<file path="config.mk">
export PLATFORM = sky130hd
export DESIGN_NAME = bfmtf_ctrl
export DESIGN_NICKNAME = d
export VERILOG_FILES = /design/src/design/bfmtf_pkg.sv /design/src/design/bfmtf_ctrl.sv
export SDC_FILE = /design/constraint.sdc
export NUM_CORES = 1
export LEC_CHECK = 0
export ABC_CLOCK_PERIOD_IN_PS = 1700
export BUFFER_PORTS_ARGS = -buffer_cell sky130_fd_sc_hd__buf_2
export CELL_PAD_IN_SITES_DETAIL_PLACEMENT = 1
export CELL_PAD_IN_SITES_GLOBAL_PLACEMENT = 2
export CORE_AREA = 2 2 39 41
export DETAILED_ROUTE_END_ITERATION = 8
export DIE_AREA = 0 0 41 43
export GPL_TIMING_DRIVEN = 0
export PLACE_DENSITY = 0.74
export SETUP_SLACK_MARGIN = 0.1
export SLEW_MARGIN = 15
export SYNTH_ARGS = -nofsm -noshare
export SYNTH_HDL_FRONTEND = slang
export SYNTH_SLANG_ARGS = --single-unit
</file>
<file path="constraint.sdc">
create_clock -name clk -period 1.7 [get_ports clk]
set_input_delay 0.085 -clock clk [delete_from_list [all_inputs] [get_ports clk]]
set_output_delay 0.085 -clock clk [all_outputs]
set_load 0.02 [all_outputs]
</file>
<file path="src/design/bfmtf_pkg.sv">
// ----------------------------------------------------------------------------
// bfmtf_pkg
// Shared types and constants for the byte frequency move-to-front list.
// ----------------------------------------------------------------------------
package bfmtf_pkg;

	localparam int LIST_DEPTH      = 256;
	localparam int ADDR_W          = $clog2(LIST_DEPTH);
	localparam int LEN_W           = ADDR_W + 1;
	localparam int BYTE_W          = 8;
	localparam int OUT_COUNT_W     = 32;
	localparam int DEF_COUNT_WIDTH = 32;

	typedef enum logic {
		OP_FEED = 1'b0,
		OP_READ = 1'b1
	} bfmtf_op_t;

	typedef enum logic [2:0] {
		ST_IDLE,
		ST_SCAN,
		ST_SHIFT,
		ST_HEAD,
		ST_READ,
		ST_LOAD
	} bfmtf_state_t;

	typedef struct packed {
		logic capture;
		logic scan;
		logic hit;
		logic shift;
		logic head;
		logic append;
		logic rd_issue;
		logic load;
	} bfmtf_cmd_t;

	typedef struct packed {
		logic match;
		logic miss;
		logic shift_done;
		logic out_busy;
	} bfmtf_sts_t;

endpackage

</file>
<file path="src/design/bfmtf_ctrl.sv">
// ----------------------------------------------------------------------------
// bfmtf_ctrl
// Sequencer for search, shift, head write, append and list read.
// ----------------------------------------------------------------------------
module bfmtf_ctrl
	import bfmtf_pkg::*;
(
	input  logic       clk,
	input  logic       arst_n,
	input  logic       in_valid,
	input  logic       in_opcode,
	output logic       in_ready,
	input  bfmtf_sts_t sts,
	output bfmtf_cmd_t cmd
);

	bfmtf_state_t state_q, state_d;

	always_ff @(posedge clk or negedge arst_n) begin
		if (!arst_n) begin
			state_q <= ST_IDLE;
		end else begin
			state_q <= state_d;
		end
	end

	always_comb begin
		state_d  = state_q;
		cmd      = '0;
		in_ready = 1'b0;
		unique case (state_q)
			ST_IDLE: begin
				in_ready = 1'b1;
				if (in_valid) begin
					cmd.capture = 1'b1;
					state_d = (in_opcode == OP_READ) ? ST_READ : ST_SCAN;
				end
			end
			ST_SCAN: begin
				cmd.scan = 1'b1;
				if (sts.match) begin
					cmd.hit = 1'b1;
					state_d = ST_SHIFT;
				end else if (sts.miss) begin
					cmd.append = 1'b1;
					state_d = ST_IDLE;
				end
			end
			ST_SHIFT: begin
				cmd.shift = 1'b1;
				if (sts.shift_done) begin
					state_d = ST_HEAD;
				end
			end
			ST_HEAD: begin
				cmd.head = 1'b1;
				state_d = ST_IDLE;
			end
			ST_READ: begin
				cmd.rd_issue = 1'b1;
				state_d = ST_LOAD;
			end
			ST_LOAD: begin
				if (!sts.out_busy) begin
					cmd.load = 1'b1;
					state_d = ST_IDLE;
				end
			end
			default: begin
				state_d = ST_IDLE;
			end
		endcase
	end

endmodule

</file>
# --- Word level (Yosys, flattened, before mapping) ---
# Index checks and enable logic that the tools add are counted.
word_totals:
  ff_bits: 3
  in_bits: 8
  mem_count: 0
  latchBits: 0
  wordCells: 32
  ram_bits: 0
  romBits: 0
op_classes:
  n_eq_ne: 9
  reduce_logical: 2
  bitwise: 0
  div: 0
  multipliers: 0
  magnitude_cmp: 0
  shifts: 0
  addsub: 0
  mux: 20
op_table:
  columns: ["operator", "count"]
  rows:
  - ["$mux 3", 6]
  - ["$pmux 3 s5", 1]
  - ["$mux 1", 12]
  - ["$eq 3x2->1 const B", 2]
  - ["$eq 3x3->1 const B", 2]
  - ["$ne 2x2->1 const B", 3]
  - ["$reduce_and 4->1", 1]
  - ["$eq 3x1->1 const B", 1]
  - ["$logic_not 3->1", 1]
  - ["$ne 3x3->1 const B", 1]
  - ["$mux 2", 1]

# --- Longest topological paths before layout ---
# Gate-level depths: netlist of run 1.
depth:
  word_depth: 3
  ltp_mapped: 4

# --- Worst setup path after synthesis of run 1 ---
# Ideal clock, no wire load.
synth_path:
  path_type: "reg-to-output"
  start: "register state_q[0]"
  end: "output port cmd[7] (netlist bit)"
  t_required_ps: 1615
  path_buffers: 0
  setup_slack_ps: 308
  t_arrival_ps: 1307
  path_stages_with_launch: 3
  cell_sequence: "dfrtp_1 -> nor3_1 -> and2_1"
synth_lines:
  columns: ["element", "line_no", "source"]
  rows:
  - ["from (decl)", "bfmtf_ctrl.sv:17", "bfmtf_state_t state_q, state_d;"]
  - ["from (signal assigned)", "bfmtf_ctrl.sv:23", "state_q <= state_d;"]
  - ["to (decl)", "bfmtf_ctrl.sv:14", "output bfmtf_cmd_t cmd"]

==> results of run 1 <==
[per-layer routing]
metal	up-vias	routed length [um]
met5	-	0
met4	0	0
met3	0	42
met2	10	328
met1	139	318
li1	145	-
[synth_stat cells (all sizes together)]
cell type and count:
nor3b 2, nand2b 1, o21ai 2, dfrtp 3, nor4b 1, nor2 3
a21oi 3, inv 1, nand3 2, buf 1, and2 4, nand3b 1
nand2 1, o211ai 1, nor3 2, nor2b 1
[metrics by stage]
step,instance area (um2),worst slack [ns],std cells
5_1_grt,377.9,0.1940,66
2_1_floorplan,241.5,0.3081,29
6_report,377.9,0.2924,66
3_3_place_gp,341.6,0.5286,61
3_5_place_dp,341.6,0.5169,61
4_1_cts,377.9,0.2712,66
[area by class of cell]
type                    count  area [um2]
multi-input cells          24       155.1
inverters                   1       3.754
well taps                  16       20.02
repair buffers             17       90.09
clock buffers               4       26.28
fillers                   189        1006
plain buffers               1       7.507
flip-flops and latches      3       75.07
[logic make-up (layout without fill, tap and decap cells)]
logic type             after synthesis  in the layout  share of synthesized area
AND/OR/NAND/NOR                     18             18                     0.5078
AO/OA/AOI/OAI                        6              6                     0.1347
flip-flops                           3              3                     0.3109
buffers and inverters                2             23                    0.04663
[worst max-delay path: cells and delay by family, from the launching register on]
kind / cells / cell delay [ns]
and+or+nand+nor: 2 / 0.45
DFF: 1 / 0.46
buffers and inverters: 1 / 0.20
[placed cells by master (no fill, tap or decap)]
cell	instances
nand3b_1	1
nor2_2	1
and2_4	1
a21oi_1	3
nand3_1	2
clkbuf_1	1
nor2_1	2
and2_1	3
buf_2	16
nor4b_2	1
clkbuf_4	3
o21ai_0	2
nand2_1	1
nand2b_4	1
nor3_1	2
dfrtp_1	3
dlygate4sd3_1	1
o211ai_1	1
buf_4	1
nor2b_1	1
inv_1	1
nor3b_1	2
[worst min path at each step]
stage / from / depth (start not counted) / to
6_report: sts[1] / 3 / state_q[0]
5_1_grt: sts[1] / 3 / state_q[0]
4_1_cts: sts[1] / 3 / state_q[0]
3_5_place_dp: arst_n / 1 / state_q[1]
3_3_place_gp: arst_n / 1 / state_q[1]
2_1_floorplan: arst_n / 0 / state_q[0]
[power by group through the flow]
| stage | Combinational, mW | Clock (mW) | Sequential, mW |
|---|---|---|---|
| floorplan | 0.312 | 0 | 0.150 |
| global placement | 0.422 | 0 | 0.168 |
| detailed placement | 0.427 | 0 | 0.170 |
| CTS | 0.434 | 0.124 | 0.169 |
| global route | 0.472 | 0.139 | 0.178 |
| finish | 0.426 | 0.120 | 0.168 |
==> results.json, run 1 <==
{
  "wire_per_inst_um": 10.42,
  "grt_max_degree": 11,
  "power_frac_clock": 0.169,
  "core_um2": 1384,
  "clock_latency_ns": 0.23,
  "cp-start-kind": "flip-flop",
  "drive_above_1_share": 0.4800,
  "cpMaxStageDelayCell": "dfrtp_1",
  "hpwl_um": 525,
  "setup_viol": 0,
  "yosys.area.top_type_share": 0.3109,
  "r2r-start": "state_q[0]",
  "post-route-min-period_ns": 1.408,
  "crit_chain": "nand2b_4 > nor4b_2 > buf_2",
  "use_met2": 0.1469,
  "critPathMaxFanout": 9,
  "hold_viol": 0,
  "ioPinCount": 17,
  "r2r_slack_ns": 0.69,
  "cts_resized": 0,
  "r2r_cells": 3,
  "clk_pin_slew_ns": 0.04,
  "ys_seq_elements": 3,
  "swShare": 0.4827,
  "max_stage_delay_ns": 0.46,
  "yosysWarnings": 0,
  "p_leak_nw": 0.1843,
  "tns_ns": 0,
  "first_global_vias": 308,
  "p_per_area_nw_per_um2": 1890,
  "vias_per_cell": 4.455,
  "die_area_um2": 1763,
  "whs_ns": 0.1296,
  "gp_congestion": 0.7154,
  "ant_nets": 0,
  "p_int_uw": 369.4,
  "pwr-share-seq": 0.235,
  "avgSynthCellArea_um2": 8.327,
  "fp.dieW_um": 41,
  "cp.required_ns": 1.62,
  "largest-register": "state_q",
  "finalNetCount": 59,
  "diodes": 0,
  "first_pass_iters": 3,
  "hp-class": "in -> reg",
  "largest_reg_flops": 3,
  "portBuffers": 16,
  "synth_largest_area_cell": "dfrtp_1",
  "worstSetupEndpoint": "cmd[2]",
  "finalWirelength_um": 688,
  "grtUsageMet1": 0.1294,
  "final_util": 0.2731,
  "synth_area_leaders": "dfrtp_1 (31%), and2_1 (7.8%), a21oi_1 (6.2%)",
  "num_rows": 14,
  "rsz0062_at_grt": "no",
  "dr.first_iter.drc_count": 1,
  "skew_ns": 0.001281,
  "status": "finished clean",
  "fmax_mhz": 710.4,
  "met3_usage": 0.01571,
  "top_regs": "state_q x3",
  "peakVddDrop_v": 0.0005674,
  "synth.net_count": 37,
  "slew_headroom": 0.8214,
  "grt_pass1_wl_um": 1228,
  "die_height_um": 43,
  "htree_levels": 1,
  "cts_buffers": 3,
  "root_buffer": "clkbuf_4",
  "start_util": 0.1745,
  "p_sw_uw": 344.8,
  "p_comb_frac": 0.597,
  "r2r_end": "state_q[2]",
  "ctsHoldBuffers": 1,
  "cts_tree": "built",
  "area_delta_synth_final_pct": 56.48,
  "crit_arrival_ns": 1.32,
  "crit_type": "reg -> out",
  "grt_usage": 0.1026,
  "report.final.slew_viol_count": 0,
  "cts.sinks": 3,
  "fin_total_pwr_uw": 714.2,
  "endpoint_kind": "output pin",
  "via_count": 294,
  "period_share": 0.8280,
  "tightest_slew_ns": 0.2679,
  "netlist_area_um2": 241.5,
  "startpoint": "state_q[1]",
  "yosys.cell_types.count": 18,
  "syn_inst": 29,
  "antenna_found_initial": 0,
  "seq_area_frac_synth": 0.3109,
  "maxCapViolations": 0,
  "grt_overflow": 0,
  "post_cts_buffers": 0,
  "drc": 0,
  "cts_buffer_depth": 2,
  "grt_busiest_layer": "met2"
}
No activity file was read; power rests on OpenSTA's default activity.
==> run 2: changes to the inputs <==
ABC_CLOCK_PERIOD_IN_PS = 1300   (was 1700)
CORE_AREA = unset   (was 2 2 39 41)
CORE_UTILIZATION = 18   (was unset)
DIE_AREA = unset   (was 0 0 41 43)
PLACE_DENSITY = 0.73   (was 0.74)
clock period = 1.3 ns   (was 1.7 ns; I/O delays follow)
==> run 2 against run 1 <==
Global-route usage up 4.4 points. Power rose by 75%. Clock skew rose by 0.0016 ns. Count of clock-buffer cells in the layout is the same. Sequential power up 27%. Routed wire length up 27%. Hold slack got worse by 0.0073 ns. Highest routed layer is now met4. Register-to-register slack worse by 0.58 ns. Combinational power up 110%. Cell area grew 28%.
==> results.json, run 2 (synthesized netlist as in run 1, its figures left out) <==
{
  "clock_latency_ns": 0.23,
  "grt_max_degree": 9,
  "p_sw_uw": 549.9,
  "slew_headroom": 0.8692,
  "num_rows": 12,
  "fin_ws_ns": 0.009735,
  "mostFrequentLayoutCells": "buf_4 (10), buf_2 (8), buf_6 (4)",
  "r2r_cells": 5,
  "p_per_area_nw_per_um2": 2582,
  "htree_levels": 1,
  "pwr-share-seq": 0.170,
  "hpwl_um": 607.5,
  "antenna_found_initial": 0,
  "first_global_vias": 331,
  "rsz0062_at_grt": "yes",
  "power_frac_clock": 0.128,
  "setup_viol": 0,
  "dp_slack_ns": 0.1310,
  "clk_pin_slew_ns": 0.04,
  "fmax_mhz": 775.0,
  "final_common_cell": "buf_4",
  "portBuffers": 16,
  "ant_nets": 0,
  "hold_depth": 3,
  "p_int_uw": 703.4,
  "via_count": 311,
  "ioPinCount": 17,
  "cts_tree": "built",
  "hp-start": "in_opcode",
  "maxCapViolations": 0,
  "vias_per_cell": 4.507,
  "r2r-start": "state_q[2]",
  "start_util": 0.2062,
  "cts_buffers": 3,
  "critPathMaxFanout": 3,
  "largest_reg_flops": 3,
  "cp.required_ns": 1.24,
  "period_share": 0.9925,
  "endpoint_kind": "output pin",
  "crit_arrival_ns": 1.23,
  "fp.dieW_um": 38.63,
  "tightest_slew_ns": 0.1941,
  "p_leak_nw": 0.2259,
  "swShare": 0.4388,
  "die_height_um": 38.63,
  "final_util": 0.4145,
  "p_comb_frac": 0.702,
  "hp-class": "in -> reg",
  "final_cells": 69,
  "peakVddDrop_v": 0.0009902,
  "gp_congestion": 0.6778,
  "post-route-min-period_ns": 1.290,
  "place_area_um2": 344.1,
  "largest-register": "state_q",
  "top_regs": "state_q x3",
  "r2r_end": "state_q[0]",
  "cts_buffer_depth": 2,
  "dr.first_iter.drc_count": 1,
  "diodes": 0,
  "root_buffer": "clkbuf_4",
  "drive_above_1_share": 0.6545,
  "core_um2": 1171,
  "drc": 0,
  "cts.sinks": 3,
  "hold_viol": 0,
  "first_pass_iters": 4,
  "finalNetCount": 64,
  "cp-start-kind": "flip-flop",
  "wire_per_inst_um": 12.65,
  "grt_pass1_wl_um": 1421,
  "dp.cells": 59,
  "grt_overflow": 0,
  "whs_endpoint": "state_q[2]",
  "status": "finished clean",
  "grt_usage": 0.1465,
  "final_area_um2": 485.5,
  "finalWirelength_um": 873,
  "die_area_um2": 1492,
  "area_delta_synth_final_pct": 101.0,
  "nFillCells": 154,
  "report.final.slew_viol_count": 0,
  "fin_total_pwr_mw": 1.253,
  "skew_ns": 0.002837,
  "r2r_slack_ns": 0.11,
  "crit_type": "reg -> out"
}
## run 2: final cells by class
class | count | area (um2) | area share
multi-input combinational | 24 | 190.2 | 0.3918
inverter | 1 | 3.754 | 0.007732
tap | 14 | 17.52 | 0.03608
timing repair buffer | 22 | 158.9 | 0.3273
buffer | 1 | 11.26 | 0.02320
clock buffer | 4 | 26.28 | 0.05412
sequential | 3 | 77.57 | 0.1598
## run 2: critical path, stage by stage, from the launching register on
cell     delay [ns]
dfrtp_1        0.40
buf_6          0.13
nor3_4         0.18
and2_4         0.17
buf_6          0.11
## run 2: worst max path at each step
stage | start | end | slack, ns | cells past startpoint
after floorplan | state_q[1] | cmd[0] | 0.10 | 2
after global placement | state_q[1] | cmd[2] | 0.17 | 3
after detailed placement | state_q[1] | cmd[2] | 0.13 | 3
after CTS | state_q[1] | cmd[2] | -0.003 | 3
after global routing | state_q[1] | cmd[2] | -0.05 | 3
final | state_q[2] | cmd[7] | 0.01 | 4
## run 2: routing by layer
metal / vias up / routed length (um) / track usage
li1: 154 / - / -
met1: 141 / 325 / 0.1479
met2: 12 / 466 / 0.2375
met3: 4 / 55 / 0.06936
met4: 0 / 25 / 0.09483
met5: - / 0 / 0
## run 2: stage by stage
step	hold slack, ns	setup TNS (ns)
finish	0.1222	0
global route	0.1244	-0.1119
CTS	0.1223	-0.006034
detailed placement	-0.1378	0
global placement	-0.1407	0
floorplan	-0.2306	0
## run 2: what timing repair did
| action | 4_1_cts | 5_1_grt |
|---|---|---|
| endpoints found under the hold margin | 3 | 0 |
| hold buffers | 1 | 0 |
| resized for setup | 11 | 9 |
| pin swaps | 1 | 2 |
| setup buffers | 4 | 1 |
| endpoints found under the setup margin | 8 | 8 |
## run 2: power by group through the flow
stage,combinational [mW],sequential (mW),clock (mW)
detailed placement,0.571,0.226,0
global placement,0.556,0.223,0
global route,0.936,0.219,0.183
CTS,0.768,0.203,0.167
floorplan,0.414,0.203,0
finish,0.880,0.213,0.160
==> run 3: changes to the inputs <==
ABC_AREA = 1   (was unset)
CORE_UTILIZATION = 16   (was 18)
PLACE_DENSITY = 0.74   (was 0.73)
SLEW_MARGIN = unset   (was 15)
==> run 3 against run 2 <==
Critical endpoint is now cmd[0]. Final cell count grew 25%. Routed wire length shrank 6.4%. Highest routed layer is now met3. Fmax grew 5.1%. Hold slack gained 0.038 ns. First-iteration DRC count shrank 100%. Clock skew shrank 0.0020 ns.
==> results.json, run 3 <==
{
  "top_regs": "state_q x3",
  "die_area_um2": 1726,
  "path_delay_family": "flip-flops",
  "cp-start-kind": "flip-flop",
  "drc": 0,
  "via_count": 361,
  "p_leak_nw": 0.2889,
  "portBuffers": 16,
  "critPathMaxFanout": 4,
  "netlist_area_um2": 250.2,
  "r2r_cells": 8,
  "tns_ns": 0,
  "crit_chain": "inv_4 > nor4_4 > buf_4",
  "mostFrequentLayoutCells": "buf_4 (13), nor2_1 (8), buf_2 (8)",
  "hpwl_um": 615.4,
  "clock_latency_ns": 0.23,
  "p_comb_frac": 0.660,
  "seq_area_frac_synth": 0.3000,
  "cts.sinks": 3,
  "slew_headroom": 0.8704,
  "period_share": 0.9447,
  "cts_buffer_depth": 2,
  "area_delta_synth_final_pct": 102.5,
  "drive_above_1_share": 0.5775,
  "synthArstFlopShare": 1.000,
  "yosys.cell_types.count": 12,
  "cpMaxStageDelayCell": "dfrtp_2",
  "max_stage_delay_ns": 0.43,
  "maxCapViolations": 0,
  "antenna_found_initial": 0,
  "first_pass_iters": 1,
  "grt_pass1_wl_um": 1297,
  "clk_pin_slew_ns": 0.04,
  "cp.required_ns": 1.24,
  "grt_usage": 0.09425,
  "peakVddDrop_v": 0.0008736,
  "post-synth-top-count-cell": "nor2_1",
  "final_area_um2": 506.7,
  "synth_edf_count": 0,
  "fmax_mhz": 814.3,
  "vias_per_cell": 4.198,
  "hp-class": "in -> async",
  "root_buffer": "clkbuf_4",
  "power_frac_clock": 0.140,
  "finalWirelength_um": 817,
  "skew_ns": 0.0008561,
  "largest-register": "state_q",
  "cts_tree": "built",
  "gp_congestion": 0.7087,
  "htree_levels": 1,
  "ioPinCount": 17,
  "pwr-share-seq": 0.200,
  "first_global_vias": 353,
  "r2r-start": "state_q[1]",
  "tightest_slew_ns": 0.1930,
  "num_rows": 13,
  "status": "finished clean",
  "cts_buffers": 3,
  "final_common_cell": "buf_4",
  "start_util": 0.1810,
  "largest_reg_flops": 3,
  "wire_per_inst_um": 9.500,
  "ys_top_cells_by_count": "nor2_1 (13), nand2_1 (10), inv_1 (8)",
  "ant_nets": 0,
  "p_int_uw": 584.7,
  "post-route-min-period_ns": 1.228,
  "crit_type": "reg -> out",
  "grt_max_degree": 6,
  "diodes": 0,
  "cp.depth": 3,
  "finalNetCount": 80,
  "yosys_most_used_dff": "dfrtp_1",
  "endpoint_kind": "output pin",
  "rsz0062_at_grt": "yes",
  "place_area_um2": 355.3,
  "yosysWarnings": 0,
  "whs_ns": 0.1604,
  "r2r_end": "state_q[2]",
  "die_height_um": 41.55,
  "core_um2": 1383,
  "synth.net_count": 53,
  "r2r_slack_ns": 0.12,
  "avgSynthCellArea_um2": 5.561,
  "yosys.area.top_type_share": 0.3000,
  "p_sw_uw": 566.3,
  "fp.dieW_um": 41.55,
  "swShare": 0.4920,
  "synth_largest_area_cell": "dfrtp_1",
  "hold_viol": 0,
  "report.final.slew_viol_count": 0,
  "ys_seq_elements": 3,
  "dr.first_iter.drc_count": 0,
  "syn_inst": 45,
  "grt_overflow": 0,
  "setup_viol": 0,
  "worst-path-buf-inv": 2,
  "p_per_area_nw_per_um2": 2271,
  "crit_arrival_ns": 1.16,
  "synth_area_leaders": "dfrtp_1 (30%), nor2_1 (19%), nand2_1 (15%)"
}
## run 3: changes by cell type in the layout (fill, tap and decap cells not counted), moves of 3 or more
cell     change
nand2_1      +6
nand2_2      +3
nor2_1       +6
a21oi_1      -3
buf_4        +3
inv_1        +5
buf_6        -4
and2_4       -3
## run 3: how the worst max path moves through the flow
stage                     from          to
global placement    state_q[0]  state_q[0]
finish              state_q[0]      cmd[0]
global route        state_q[0]      cmd[0]
CTS                 state_q[1]      cmd[0]
floorplan           state_q[0]      cmd[3]
detailed placement  state_q[0]  state_q[0]
## run 3: cells by family (layout without fill, tap and decap cells)
kind of cell / Yosys count / count (layout) / share of synthesized area
AOI/OAI and AO/OA: 3 / 3 / 0.06997
and+or+nand+nor: 30 / 30 / 0.4950
buffers and inverters: 9 / 35 / 0.1350
DFF: 3 / 3 / 0.3000
## run 3: metrics by stage
stage	worst slack, ns	total power, mW	instances	utilization
floorplan	0.2517	0.5488	45	-
global placement	0.2139	0.7177	76	0.2570
detailed placement	0.2195	0.7111	76	0.2570
CTS	0.09033	1.012	85	0.3213
global route	0.02148	1.244	86	0.3665
finish	0.07190	1.151	86	0.3665
## run 3: power by group through the flow
stage / logic, mW / registers, mW / clock network [mW]
6_report: 0.760 / 0.231 / 0.161
2_1_floorplan: 0.373 / 0.176 / 0
4_1_cts: 0.650 / 0.191 / 0.171
5_1_grt: 0.826 / 0.237 / 0.180
3_3_place_gp: 0.526 / 0.192 / 0
3_5_place_dp: 0.523 / 0.188 / 0
## run 3: repair_timing
| action | in CTS | in global routing |
|---|---|---|
| endpoints found under the hold margin | 3 | 0 |
| hold buffers | 1 | 0 |
| gates resized for setup | 11 | 17 |
| setup endpoints to repair | 9 | 9 |
| setup buffers | 4 | 1 |
| pin swaps | 1 | 5 |
## run 3: worst reg2reg max path: cells and delay by family, from the launching register on
family / cells / cell delay [ns]
buffers and inverters: 2 / 0.23
DFF: 1 / 0.46
and+or+nand+nor: 6 / 0.36
## run 3: per-layer routing
metal	share of wire	vias up	wire, um	GRT usage
li1	-	193	-	-
met1	0.47	161	383	0.1135
met2	0.51	7	415	0.1656
met4	0	0	0	0.03871
met5	0	-	0	0
met3	0.023	0	19	0.01304
## run 3: layout make-up
class	count	area, um2
tap	15	18.77
timing repair buffer	22	147.6
sequential	3	78.83
multi-input combinational	33	196.4
clock buffer	4	26.28
inverter	9	38.79
fill	176	875.8
